<file path="config.mk">
export PLATFORM = sky130hd
export DESIGN_NAME = bitmap_fill_run_segmenter_unit
export DESIGN_NICKNAME = d
export VERILOG_FILES = /design/src/rtl/core/bfrs_pkg.sv /design/src/rtl/core/bitmap_fill_run_segmenter_unit.sv
export SDC_FILE = /design/constraint.sdc
export NUM_CORES = 2
export LEC_CHECK = 0
export BUFFER_PORTS_ARGS = -buffer_cell sky130_fd_sc_hd__buf_2
export CORE_ASPECT_RATIO = 0.75
export CORE_UTILIZATION = 35
export CTS_CLUSTER_SIZE = 14
export DETAILED_ROUTE_END_ITERATION = 8
export GPL_ROUTABILITY_DRIVEN = 0
export PLACE_DENSITY = 0.55
export SYNTH_ARGS = -nofsm -noshare
export SYNTH_HDL_FRONTEND = slang
export SYNTH_SLANG_ARGS = --single-unit
export TNS_END_PERCENT = 50
</file>
<file path="constraint.sdc">
create_clock -name clk -period 16.8 [get_ports clk]
set_input_delay 3.36 -clock clk [delete_from_list [all_inputs] [get_ports clk]]
set_output_delay 3.36 -clock clk [all_outputs]
set_load 0.01 [all_outputs]
</file>
<file path="src/rtl/core/bfrs_pkg.sv">
// Package for the bitmap fill run segmenter: field widths, constants,
// register index codes, sequencer states and the result record.
// No dependencies; every other file of the block imports it.
package bfrs_pkg;

    // Widths of the external fields.
    localparam int INDEX_BITS     = 16;
    localparam int COUNT_BITS     = 16;
    localparam int BIN_BITS       = 12;
    localparam int FILL_BITS      = 7;
    localparam int SHADE_BITS     = 2;
    localparam int CFG_INDEX_BITS = 2;
    localparam int CFG_DATA_BITS  = 16;

    // Widths of the internal arithmetic.
    localparam int POS1_BITS      = INDEX_BITS + 1;   // piece position plus one
    localparam int START_BITS     = 28;               // start numerator
    localparam int END_BITS       = 29;               // end numerator
    localparam int PROD_BITS      = 28;               // (position+1) * bin count
    localparam int QUOT_BITS      = 28;               // bin bound quotients
    localparam int DEN_BITS       = 29;               // divisor and remainder
    localparam int NUM_BITS       = 29;               // fill numerator
    localparam int SCALED_BITS    = 24;               // count times twice full scale
    localparam int FILL_QUOT_BITS = 7;                // fill quotient before clamping
    localparam int ITER_BITS      = 5;

    // Fill scale.
    localparam int FULL_PERCENT   = 100;
    localparam int FILL_SCALE     = 2 * FULL_PERCENT;

    // Shade codes.
    localparam logic [SHADE_BITS-1:0] SHADE_FULL = 2'd0;
    localparam logic [SHADE_BITS-1:0] SHADE_HIGH = 2'd1;
    localparam logic [SHADE_BITS-1:0] SHADE_LOW  = 2'd2;

    // Configuration register indexes.
    localparam logic [CFG_INDEX_BITS-1:0] CFG_PIECE_COUNT = 2'd0;
    localparam logic [CFG_INDEX_BITS-1:0] CFG_BIN_TOTAL   = 2'd1;

    // Per-item sequencer.
    typedef enum logic [2:0] {
        ST_IDLE,
        ST_MUL,
        ST_TEST,
        ST_DIV_E,
        ST_DIV_S,
        ST_SCALE,
        ST_DIV_F,
        ST_EMIT
    } state_t;

    // One run as it leaves the block.
    typedef struct packed {
        logic [INDEX_BITS-1:0] first;
        logic [INDEX_BITS-1:0] last;
        logic [FILL_BITS-1:0]  fill;
        logic [SHADE_BITS-1:0] shade;
        logic                  map_end;
        logic                  last_of_burst;
    } result_t;

    // Three-level shade of a fill value.
    function automatic logic [SHADE_BITS-1:0] shade_of(input logic [FILL_BITS-1:0] fill);
        logic [FILL_BITS:0] twice;
        twice = {fill, 1'b0};
        if (fill >= FILL_BITS'(FULL_PERCENT))
            return SHADE_FULL;
        else if (twice >= (FILL_BITS + 1)'(FULL_PERCENT))
            return SHADE_HIGH;
        else
            return SHADE_LOW;
    endfunction

endpackage

</file>
<file path="src/rtl/core/bitmap_fill_run_segmenter_unit.sv">
// Top level of the bitmap fill run segmenter: sequencer, bit-serial
// multiplier and divider, run merging and a two-entry result queue.
// Depends on bfrs_pkg.

// The block takes one bitmap bit per input transfer and turns each map of
// piece_count bits into runs of equal fill over the configured number of bins
// (register index 1). In pixel mode (piece_count below the bin count) an item
// goes from idle straight to emit. In bin mode it first passes through the
// bit-serial multiplier, which steps through the bin count (1 to 12 bits long)
// to form (position + 1) * bin count, then the bin test. An item that
// closes a bin holding set bits then uses a shared divider that retires one
// quotient bit per cycle to compute the two bin bounds and the fill; the fill
// division is skipped when the fill saturates. Up to two runs per item wait in
// a two-entry queue, so the next item is accepted while results are still
// pending; an item stalls only when the queue lacks room for its results.
// Registers may be written between items and take effect on the next item.
module bitmap_fill_run_segmenter_unit (
    input  logic                                clk,
    input  logic                                rst_n,
    input  logic                                cfg_valid,
    output logic                                cfg_ready,
    input  logic [bfrs_pkg::CFG_INDEX_BITS-1:0] cfg_index,
    input  logic [bfrs_pkg::CFG_DATA_BITS-1:0]  cfg_data,
    input  logic                                in_valid,
    output logic                                in_ready,
    input  logic                                piece_done,
    output logic                                out_valid,
    input  logic                                out_ready,
    output logic [bfrs_pkg::INDEX_BITS-1:0]     run_first,
    output logic [bfrs_pkg::INDEX_BITS-1:0]     run_last,
    output logic [bfrs_pkg::FILL_BITS-1:0]      fill_percent,
    output logic [bfrs_pkg::SHADE_BITS-1:0]     shade,
    output logic                                map_end,
    output logic                                last_of_burst
);
    import bfrs_pkg::*;

    // Configuration and architectural state.
    logic [COUNT_BITS-1:0] piece_count_reg;
    logic [BIN_BITS-1:0]   bin_total_reg;
    logic [INDEX_BITS-1:0] piece_pos_reg;
    logic [BIN_BITS-1:0]   bin_pos_reg;
    logic [START_BITS-1:0] start_num_reg;
    logic [END_BITS-1:0]   end_num_reg;
    logic [COUNT_BITS-1:0] cnt_cur_reg;
    logic [COUNT_BITS-1:0] cnt_next_reg;
    logic                  run_open_reg;
    logic [INDEX_BITS-1:0] open_first_reg;
    logic [INDEX_BITS-1:0] open_last_reg;
    logic [FILL_BITS-1:0]  open_fill_reg;
    state_t                state_reg;
    state_t                state_next;

    // Per-item working registers.
    logic                  bit_reg;
    logic                  take_reg;
    logic                  close_reg;
    logic [FILL_BITS-1:0]  fill_reg;
    logic [PROD_BITS-1:0]  mcand_reg;
    logic [BIN_BITS-1:0]   mplier_reg;
    logic [PROD_BITS-1:0]  prod_reg;
    logic [DEN_BITS-1:0]   div_rem_reg;
    logic [QUOT_BITS-1:0]  div_dvd_reg;
    logic [DEN_BITS-1:0]   div_dsr_reg;
    logic [ITER_BITS-1:0]  iter_reg;
    logic [QUOT_BITS-1:0]  e_reg;

    // Result queue.
    result_t               q0_reg;
    result_t               q1_reg;
    result_t               q0_next;
    result_t               q1_next;
    logic [1:0]            q_cnt_reg;
    logic [1:0]            q_cnt_next;

    // Derived values.
    logic [BIN_BITS-1:0]   w_eff;
    logic                  pixel_mode;
    logic [POS1_BITS-1:0]  pos1;
    logic                  last_bit;
    logic                  map_start;
    logic                  in_fire;
    logic                  out_fire;
    logic                  mul_done;

    // Bin window test.
    logic [END_BITS-1:0]   pw2;
    logic                  fits_cur;
    logic                  hits_next;
    logic                  bin_ends;
    logic                  close_now;
    logic [COUNT_BITS-1:0] cnt_cur_inc;
    logic [COUNT_BITS-1:0] cnt_next_inc;
    logic [START_BITS-1:0] s_num;

    // Divider step.
    logic [DEN_BITS:0]     div_trial;
    logic [DEN_BITS:0]     div_diff;
    logic                  div_ge;
    logic [DEN_BITS-1:0]   div_rem_step;
    logic [QUOT_BITS-1:0]  div_dvd_step;
    logic                  div_last;

    // Fill scaling.
    logic [QUOT_BITS-1:0]      bin_len;
    logic [SCALED_BITS-1:0]    scaled;
    logic [NUM_BITS-1:0]       fill_num;
    logic [DEN_BITS-1:0]       fill_den;
    logic                      fill_sat;
    logic [FILL_QUOT_BITS-1:0] fill_q;
    logic [FILL_BITS-1:0]      fill_clamped;

    // Run merging.
    logic [INDEX_BITS-1:0] take_idx;
    logic                  extend;
    logic                  emit_a;
    logic                  emit_b;
    logic [INDEX_BITS-1:0] first_after;
    logic [INDEX_BITS-1:0] last_after;
    logic [FILL_BITS-1:0]  fill_after;
    logic                  open_after;
    logic [1:0]            n_res;
    logic                  room;
    logic                  emit_go;
    result_t               res_old;
    result_t               res_end;
    result_t               res0;

    // Control outputs of the sequencer.
    logic                  ready_ctl;

    assign cfg_ready = 1'b1;
    assign in_ready  = ready_ctl;
    assign in_fire   = in_valid && ready_ctl;
    assign out_valid = (q_cnt_reg != 2'd0);
    assign out_fire  = out_valid && out_ready;

    assign run_first     = q0_reg.first;
    assign run_last      = q0_reg.last;
    assign fill_percent  = q0_reg.fill;
    assign shade         = q0_reg.shade;
    assign map_end       = q0_reg.map_end;
    assign last_of_burst = q0_reg.last_of_burst;

    // Effective register values and map position.
    always_comb
    begin
        w_eff      = (bin_total_reg == '0) ? BIN_BITS'(1) : bin_total_reg;
        pixel_mode = piece_count_reg < COUNT_BITS'(w_eff);
        pos1       = POS1_BITS'(piece_pos_reg) + POS1_BITS'(1);
        last_bit   = pos1 >= POS1_BITS'(piece_count_reg);
        map_start  = (piece_pos_reg == '0);
        mul_done   = (mplier_reg[BIN_BITS-1:1] == '0);
    end

    // Which bins the current bit falls in, and whether the bin closes.
    always_comb
    begin
        pw2       = {prod_reg, 1'b0};
        fits_cur  = pw2 <= end_num_reg;
        hits_next = start_num_reg < prod_reg;
        bin_ends  = ({1'b0, end_num_reg} <
                     ({1'b0, pw2} + (END_BITS + 1)'({w_eff, 1'b0})));
        close_now = bin_ends || last_bit;
        cnt_cur_inc  = cnt_cur_reg;
        cnt_next_inc = cnt_next_reg;
        if (bit_reg && fits_cur && (cnt_cur_reg != '1))
            cnt_cur_inc = cnt_cur_reg + COUNT_BITS'(1);
        if (bit_reg && hits_next && (cnt_next_reg != '1))
            cnt_next_inc = cnt_next_reg + COUNT_BITS'(1);
        if (start_num_reg >= START_BITS'(piece_count_reg))
            s_num = start_num_reg - START_BITS'(piece_count_reg);
        else
            s_num = '0;
    end

    // One restoring division step: one quotient bit per cycle.
    always_comb
    begin
        div_trial    = {div_rem_reg, div_dvd_reg[QUOT_BITS-1]};
        div_diff     = div_trial - {1'b0, div_dsr_reg};
        div_ge       = div_trial >= {1'b0, div_dsr_reg};
        div_rem_step = div_ge ? div_diff[DEN_BITS-1:0] : div_trial[DEN_BITS-1:0];
        div_dvd_step = {div_dvd_reg[QUOT_BITS-2:0], div_ge};
        div_last     = (iter_reg == '0);
    end

    // Bin length and the rounded fill numerator and denominator.
    always_comb
    begin
        if (e_reg > div_dvd_reg)
            bin_len = e_reg - div_dvd_reg;
        else
            bin_len = QUOT_BITS'(1);
        scaled   = SCALED_BITS'(cnt_cur_reg) * SCALED_BITS'(FILL_SCALE);
        fill_num = NUM_BITS'(scaled) + NUM_BITS'(bin_len);
        fill_den = {bin_len, 1'b0};
        fill_sat = ({7'b0, fill_num} >= {fill_den, 7'b0});
        fill_q   = div_dvd_step[FILL_QUOT_BITS-1:0];
        if (fill_q > FILL_QUOT_BITS'(FULL_PERCENT))
            fill_clamped = FILL_BITS'(FULL_PERCENT);
        else
            fill_clamped = FILL_BITS'(fill_q);
    end

    // Run merging and the results of the item.
    always_comb
    begin
        take_idx = pixel_mode ? piece_pos_reg : INDEX_BITS'(bin_pos_reg);
        extend   = run_open_reg && ((open_last_reg + INDEX_BITS'(1)) == take_idx) &&
                   (open_fill_reg == fill_reg);
        emit_a   = take_reg && run_open_reg && !extend;
        first_after = open_first_reg;
        last_after  = open_last_reg;
        fill_after  = open_fill_reg;
        open_after  = run_open_reg;
        if (take_reg)
        begin
            if (extend)
            begin
                last_after = take_idx;
            end
            else
            begin
                first_after = take_idx;
                last_after  = take_idx;
                fill_after  = fill_reg;
                open_after  = 1'b1;
            end
        end
        emit_b = last_bit && open_after;
        n_res  = 2'(emit_a) + 2'(emit_b);
        room   = ({1'b0, q_cnt_reg} + {1'b0, n_res}) <= 3'd2;

        res_old.first         = open_first_reg;
        res_old.last          = open_last_reg;
        res_old.fill          = open_fill_reg;
        res_old.shade         = shade_of(open_fill_reg);
        res_old.map_end       = 1'b0;
        res_old.last_of_burst = !emit_b;

        res_end.first         = first_after;
        res_end.last          = last_after;
        res_end.fill          = fill_after;
        res_end.shade         = shade_of(fill_after);
        res_end.map_end       = 1'b1;
        res_end.last_of_burst = 1'b1;

        res0 = emit_a ? res_old : res_end;
    end

    // Sequencer next state.
    always_comb
    begin
        state_next = state_reg;
        case (state_reg)
            ST_IDLE:
            begin
                if (in_valid)
                    state_next = pixel_mode ? ST_EMIT : ST_MUL;
            end
            ST_MUL:
            begin
                if (mul_done)
                    state_next = ST_TEST;
            end
            ST_TEST:
            begin
                if (close_now && (cnt_cur_inc != '0))
                    state_next = ST_DIV_E;
                else
                    state_next = ST_EMIT;
            end
            ST_DIV_E:
            begin
                if (div_last)
                    state_next = ST_DIV_S;
            end
            ST_DIV_S:
            begin
                if (div_last)
                    state_next = ST_SCALE;
            end
            ST_SCALE:
            begin
                state_next = fill_sat ? ST_EMIT : ST_DIV_F;
            end
            ST_DIV_F:
            begin
                if (div_last)
                    state_next = ST_EMIT;
            end
            ST_EMIT:
            begin
                if (room)
                    state_next = ST_IDLE;
            end
            default:
            begin
                state_next = ST_IDLE;
            end
        endcase
    end

    // Sequencer outputs.
    always_comb
    begin
        ready_ctl = 1'b0;
        emit_go   = 1'b0;
        case (state_reg)
            ST_IDLE:
            begin
                ready_ctl = 1'b1;
            end
            ST_EMIT:
            begin
                emit_go = room;
            end
            default:
            begin
                ready_ctl = 1'b0;
                emit_go   = 1'b0;
            end
        endcase
    end

    // Result queue: pop the head on a transfer, append new results behind.
    always_comb
    begin
        q0_next    = q0_reg;
        q1_next    = q1_reg;
        q_cnt_next = q_cnt_reg;
        if (out_fire)
        begin
            q0_next    = q1_reg;
            q_cnt_next = q_cnt_reg - 2'd1;
        end
        if (emit_go && (emit_a || emit_b))
        begin
            if (q_cnt_next == 2'd0)
            begin
                q0_next = res0;
                q1_next = res_end;
            end
            else
            begin
                q1_next = res0;
            end
            q_cnt_next = q_cnt_next + n_res;
        end
    end

    // Control and architectural state.
    always_ff @(posedge clk or negedge rst_n)
    begin
        if (!rst_n)
        begin
            state_reg       <= ST_IDLE;
            piece_count_reg <= COUNT_BITS'(1);
            bin_total_reg   <= BIN_BITS'(1);
            piece_pos_reg   <= '0;
            bin_pos_reg     <= '0;
            start_num_reg   <= '0;
            end_num_reg     <= '0;
            cnt_cur_reg     <= '0;
            cnt_next_reg    <= '0;
            run_open_reg    <= 1'b0;
            open_first_reg  <= '0;
            open_last_reg   <= '0;
            open_fill_reg   <= '0;
            q_cnt_reg       <= '0;
        end
        else
        begin
            state_reg <= state_next;
            q_cnt_reg <= q_cnt_next;

            // Register writes.
            if (cfg_valid)
            begin
                if (cfg_index == CFG_PIECE_COUNT)
                    piece_count_reg <= cfg_data;
                else if (cfg_index == CFG_BIN_TOTAL)
                    bin_total_reg <= cfg_data[BIN_BITS-1:0];
            end

            // Bin state is loaded at the first bit of a map.
            if (in_fire && map_start)
            begin
                bin_pos_reg   <= '0;
                start_num_reg <= START_BITS'(piece_count_reg);
                end_num_reg   <= END_BITS'({piece_count_reg, 1'b0}) + END_BITS'(w_eff);
                cnt_cur_reg   <= '0;
                cnt_next_reg  <= '0;
            end

            // Count the bit into the bins that cover it.
            if (state_reg == ST_TEST)
            begin
                cnt_cur_reg  <= cnt_cur_inc;
                cnt_next_reg <= cnt_next_inc;
            end

            // Commit the item: runs, bin advance and map position.
            if (emit_go)
            begin
                run_open_reg   <= open_after && !last_bit;
                open_first_reg <= first_after;
                open_last_reg  <= last_after;
                open_fill_reg  <= fill_after;
                if (!pixel_mode && close_reg)
                begin
                    cnt_cur_reg   <= cnt_next_reg;
                    cnt_next_reg  <= '0;
                    bin_pos_reg   <= bin_pos_reg + BIN_BITS'(1);
                    start_num_reg <= start_num_reg + START_BITS'(piece_count_reg);
                    end_num_reg   <= end_num_reg + END_BITS'({piece_count_reg, 1'b0});
                end
                if (last_bit)
                    piece_pos_reg <= '0;
                else
                    piece_pos_reg <= pos1[INDEX_BITS-1:0];
            end
        end
    end

    // Queue payload.
    always_ff @(posedge clk)
    begin
        q0_reg <= q0_next;
        q1_reg <= q1_next;
    end

    // Working registers of the multiplier, divider and fill path.
    always_ff @(posedge clk)
    begin
        case (state_reg)
            ST_IDLE:
            begin
                bit_reg    <= piece_done;
                take_reg   <= piece_done;
                close_reg  <= 1'b0;
                fill_reg   <= FILL_BITS'(FULL_PERCENT);
                mcand_reg  <= PROD_BITS'(pos1);
                mplier_reg <= w_eff;
                prod_reg   <= '0;
            end
            ST_MUL:
            begin
                if (mplier_reg[0])
                    prod_reg <= prod_reg + mcand_reg;
                mcand_reg  <= {mcand_reg[PROD_BITS-2:0], 1'b0};
                mplier_reg <= {1'b0, mplier_reg[BIN_BITS-1:1]};
            end
            ST_TEST:
            begin
                close_reg   <= close_now;
                take_reg    <= close_now && (cnt_cur_inc != '0);
                div_rem_reg <= '0;
                div_dvd_reg <= end_num_reg[END_BITS-1:1];
                div_dsr_reg <= DEN_BITS'(w_eff);
                iter_reg    <= ITER_BITS'(QUOT_BITS - 1);
            end
            ST_DIV_E:
            begin
                iter_reg <= iter_reg - ITER_BITS'(1);
                if (div_last)
                begin
                    e_reg       <= div_dvd_step;
                    div_rem_reg <= '0;
                    div_dvd_reg <= s_num;
                    iter_reg    <= ITER_BITS'(QUOT_BITS - 1);
                end
                else
                begin
                    div_rem_reg <= div_rem_step;
                    div_dvd_reg <= div_dvd_step;
                end
            end
            ST_DIV_S:
            begin
                iter_reg    <= iter_reg - ITER_BITS'(1);
                div_rem_reg <= div_rem_step;
                div_dvd_reg <= div_dvd_step;
            end
            ST_SCALE:
            begin
                fill_reg    <= FILL_BITS'(FULL_PERCENT);
                div_rem_reg <= DEN_BITS'(fill_num >> FILL_QUOT_BITS);
                div_dvd_reg <= {fill_num[FILL_QUOT_BITS-1:0],
                                (QUOT_BITS - FILL_QUOT_BITS)'(0)};
                div_dsr_reg <= fill_den;
                iter_reg    <= ITER_BITS'(FILL_QUOT_BITS - 1);
            end
            ST_DIV_F:
            begin
                iter_reg    <= iter_reg - ITER_BITS'(1);
                div_rem_reg <= div_rem_step;
                div_dvd_reg <= div_dvd_step;
                if (div_last)
                    fill_reg <= fill_clamped;
            end
            default:
            begin
                iter_reg <= iter_reg;
            end
        endcase
    end

endmodule

</file>
Word-level counts from Yosys, hierarchy flattened
Cells that the tools add are included.
{"block": "totals", "reg_bits": 473, "latchBits": 0, "ramBits": 0, "rom_bits": 0, "inputBits": 24, "elab_cells": 208, "n_memories": 0}
{"block": "classes", "addsub": 19, "mul": 1, "div_mod_pow": 0, "n_lt_le_gt_ge": 15, "n_eq_ne": 19, "shifts": 0, "n_mux": 71, "bitwise_logic": 1, "reduce_logical": 44}
{"operator": "16-bit two-way mux", "count": 15}
{"operator": "43-bit two-way mux", "count": 5}
{"operator": "28-bit two-way mux", "count": 7}
{"operator": "29-bit two-way mux", "count": 5}
{"operator": "29-bit case mux with 4 select lines", "count": 1}
{"operator": "28-bit case mux with 2 select lines", "count": 2}
{"operator": "28-bit case mux with 4 select lines", "count": 1}
{"operator": "29-bit case mux with 2 select lines", "count": 1}
{"operator": "16-bit by 1-bit adder with 16-bit output, second input constant", "count": 3}
{"operator": "12-bit two-way mux", "count": 4}
{"operator": "29-bit by 36-bit >= comparator with 1-bit output", "count": 1}
{"operator": "16-bit != test, second input constant", "count": 2}
{"operator": "29-bit by 13-bit adder with 30-bit output", "count": 1}
{"operator": "30-bit by 29-bit >= comparator with 1-bit output", "count": 1}
{"operator": "29-bit by 30-bit < comparator with 1-bit output", "count": 1}
{"operator": "24-bit by 28-bit adder with 29-bit output", "count": 1}
{"operator": "29-bit by 17-bit adder with 29-bit output", "count": 1}
{"operator": "29-bit <= comparator", "count": 1}
{"operator": "29-bit subtractor", "count": 1}
{"operator": "28-bit by 16-bit adder with 28-bit output", "count": 1}
{"operator": "28-bit adder", "count": 1}
{"operator": "28-bit by 16-bit >= comparator with 1-bit output", "count": 1}
{"operator": "28-bit > comparator", "count": 1}
{"operator": "28-bit < comparator", "count": 1}
{"operator": "other kinds (51)", "count": 111}

Longest topological paths before layout
{"block": "depth", "ltp_word": 16, "ltp_mapped": 34, "ltp_nobuf": 33}

Least setup slack after synthesis
No wires, ideal clock.
{"block": "synth_path", "kind": "register to register", "start": "register piece_pos_reg[2]", "end": "register q0_reg (netlist bit fill_percent[6])", "arrival_time_ns": 7.450, "required_time_ns": 16.714, "path_slack_ns": 9.264, "path_stages_with_launch": 29, "path_cell_list": "dfrtp_1 clkbuf_1 and3_1 nand3_1 or2_2 clkbuf_1 nor2_1 nand3_1 xnor2_1 ha_1 and3_1 nand3_1 nand3b_1 a2111oi_0 a21o_1 clkbuf_1 a21oi_1 inv_1 ha_1 ha_1 fa_1 a21oi_1 nand4_1 nor2_1 nand2b_1 clkbuf_1 clkbuf_1 buf_1 a211oi_1"}
{"element": "start: declaration", "line": "bitmap_fill_run_segmenter_unit.sv:41", "rtl": "logic [INDEX_BITS-1:0] piece_pos_reg;"}
{"element": "start signal: assignment", "line": "bitmap_fill_run_segmenter_unit.sv:422", "rtl": "piece_pos_reg <= pos1[INDEX_BITS-1:0];"}
{"element": "end signal: assignment", "line": "bitmap_fill_run_segmenter_unit.sv:430", "rtl": "q0_reg <= q0_next;"}
{"element": "end: declaration", "line": "bitmap_fill_run_segmenter_unit.sv:69", "rtl": "result_t q0_reg;"}

Final worst setup path
{"block": "layout_path", "start": "register piece_pos_reg[0]", "end": "register start_num_reg[26]"}
{"block": "layout_between", "elab_chain_cells": 12}
{"element": "branches (longest 11 deep; another with 16-bit by 1-bit adder with 17-bit output)"}
{"element": "28-bit two-way mux (*)", "line": "bitmap_fill_run_segmenter_unit.sv:405", "rtl": "if (emit_go)"}
{"element": "end signal: assignment", "line": "bitmap_fill_run_segmenter_unit.sv:391", "rtl": "start_num_reg <= START_BITS'(piece_count_reg);"}
{"element": "end signal: assignment", "line": "bitmap_fill_run_segmenter_unit.sv:416", "rtl": "start_num_reg <= start_num_reg + START_BITS'(piece_count_reg);"}
{"element": "end: declaration", "line": "bitmap_fill_run_segmenter_unit.sv:43", "rtl": "logic [START_BITS-1:0] start_num_reg;"}
Mark *: on every way between the ends.
A chain may end at the register's enable or synchronous reset.

==> summary.txt <==
Status: complete, no violations
Top-level I/O count: 70
Gr usage total: 0.225
Clock tree from TritonCTS: built
Setup violators final: 0
EDFF count, synth: 240
Hold Startpoint: div_dvd_reg[25]
Synth async-reset ratio: 0.402
Drt wl/cell: 22.3 µm
Critical path startpoint: piece_pos_reg[0]
Maxcap violations: 0
Synth cell count leaders: ha_1 (370), nand2_1 (354), nor2_1 (308)
Rows: 101
Setup Skew: 0.0184 ns
Max clock buf depth: 3
DR vias: 31.1k
Syn avg cell area: 9.01 µm²
Setup TNS: 0 ns
Routed WL: 121000 µm
Multi-input gate area: 21800 µm²
Setup crit end kind: flop
R2R Path Start: piece_pos_reg[0]
HPWL after DPL: 91500 µm
Fraction of layout cells with a size suffix above 1: 0.0862
Largest register FFs: 43
Core area: 102000 µm²
Post-route ant nets: 0
Hold Vio Cnt, Final: 0
Distinct cell type count after synthesis: 92
Post-Synthesis Cell Area: 36300 µm²
Count leader, synth: ha_1
Post-synth top area share: 0.198
Reg2reg setup slack: 9.04 ns
Fmax: 0.129 GHz
Remaining DRCs: 0
Final Max Slew Viols: 0
Initial Util: 0.356
Crit-path max FO: 43
Skew-Pair Late Insertion Delay: 0.65 ns
Syn nets: 4446
Sequential cell area: 12800 µm²
Clock Sinks: 473
Vias in the first global route: 29.0k
Sequential share of the synthesized area: 0.353
Yosys reg bits: 473
Cells after Synth: 4031
Critical Path RT: 17.30 ns
Worst rel slew slack: 0.168
Filler Cells Inserted: 10.3k
Ranking of synthesized cells by area: edfxtp_1 (20%), dfrtp_1 (13%), ha_1 (13%), xnor2_1 (4.1%), o21ai_0 (4.0%)
First-pass GRT wire length: 183000 µm
Yosys Warn Count: 0
Grt total ovfl: 0
Yosys top cell by area: edfxtp_1
Tcrit/Tclk final: 0.462
CTS Root Cell: clkbuf_16
Hold buffers post-CTS: 0
Critical Path Start Type: flop
H-tree Lvls: 2
Pre-antenna DRT Iters: 6
Vias per inst: 5.75
Worst Tran Pin Value: 1.24 ns
Pin count of the biggest net entering global routing: 84
Dominant synthesized flop cell: edfxtp_1
DRT iter0 DRCs: 3303
I/O Buffers: 68
Setup CP Type: reg -> reg
Hold Path Class: reg -> reg
Clock Pin Slew Worst Setup and Hold Paths: 0.06 ns
DIE AREA: 105000 µm²
Post-CTS Resized: 0
RSZ-0062 raised after global routing: no
Tmin final: 7.76 ns
Number of nets in the final layout: 4437
CTS Buf Count: 56
Area grow syn2layout: 10.3%
Post-CTS Setup Inserts: 0
Die Height: 281 µm
Die width: 374 µm
Antenna violations before repair: 5
Worst Path Arrival: 8.26 ns
[placed cells by master (no fill, tap or decap), types with 23 or more instances in the layout]
cell,n
o21a_1,41
buf_4,40
nor2_1,302
a21o_1,80
xor2_1,59
and3_1,47
clkbuf_16,58
nand4_1,70
a22oi_1,31
o21ai_0,291
edfxtp_1,240
buf_2,67
dfrtp_1,188
nor2b_1,42
nor3_1,122
mux2_2,83
o21bai_1,23
a211oi_1,53
inv_1,297
a21oi_1,225
a31oi_1,47
o31ai_1,37
o211ai_1,31
nand2b_1,37
nand3_1,117
mux2i_1,73
nand2_1,352
dfxtp_1,43
nor4_1,39
xnor2_1,171
ha_1,370
[worst max-delay path, cell delays in order (launching register included)]
cell and delay [ns]:
dfrtp_1 0.56, ha_1 0.31, nand4_1 0.19, nor4_1 0.71, nand3_1 0.18, xnor2_1 0.37, ha_1 0.32, a21o_1 0.16
a21oi_1 0.14, nand3b_1 0.11, a2111oi_0 0.48, a21o_1 0.50, a21oi_1 0.16, inv_1 0.10, ha_1 0.24, ha_1 0.20
fa_1 0.43, a21oi_1 0.22, and4_1 0.23, buf_4 0.44, nand3_1 0.13, o41ai_1 0.97, nand4_1 0.22, nand3_1 0.13
o21ai_0 0.09
[kinds of logic after synthesis]
group	after synthesis	share of synthesized area
multiplexers	168	0.0508
XOR/XNOR	233	0.0569
buffers and inverters	473	0.0500
AND/OR/NAND/NOR	1257	0.167
adder cells (fa/ha/maj)	391	0.139
AO/OA/AOI/OAI	1035	0.183
other	1	0.000103
flip-flops	473	0.353
[layer usage]
layer	vias to the layer above	global-route usage	routed length, µm
met4	0	0.0522	2600
met1	15085	0.357	60400
met2	1159	0.312	47600
li1	14744	-	-
met3	131	0.0351	10100
met5	-	0	0
[metrics by stage]
stage / std cells / utilization / worst slack [ns] / cell area [µm²] / hold WS, ns
floorplan: 4031 / - / 9.26 / 36300 / 0.426
global placement: 5303 / 0.373 / 9.36 / 38100 / 0.439
detailed placement: 5303 / 0.373 / 9.21 / 38100 / 0.439
CTS: 5409 / 0.393 / 9.17 / 40100 / 0.452
global route: 5409 / 0.393 / 8.47 / 40100 / 0.455
finish: 5412 / 0.393 / 9.04 / 40100 / 0.449
[layout make-up]
class	count	area share
sequential	473	0.320
antenna	3	0.000187
timing repair buffer	108	0.0162
clock buffer	74	0.0395
clock inverter	32	0.0106
inverter	298	0.0279
multi-input combinational	3085	0.544
tap	1339	0.0418
[worst paths after layout]
kind / end / cells past startpoint
setup reg to reg: start_num_reg[26] / 24
setup / recovery: start_num_reg[26] / 24
hold / removal: e_reg[26] / 0
hold reg to reg: e_reg[26] / 0
max in group asynchronous: cnt_cur_reg[10] / 3
min in group asynchronous: open_first_reg[1] / 1
Power is left out: the tool's default activity adds up to more than one toggle a clock period on the data nets, which glitch-free logic cannot reach.
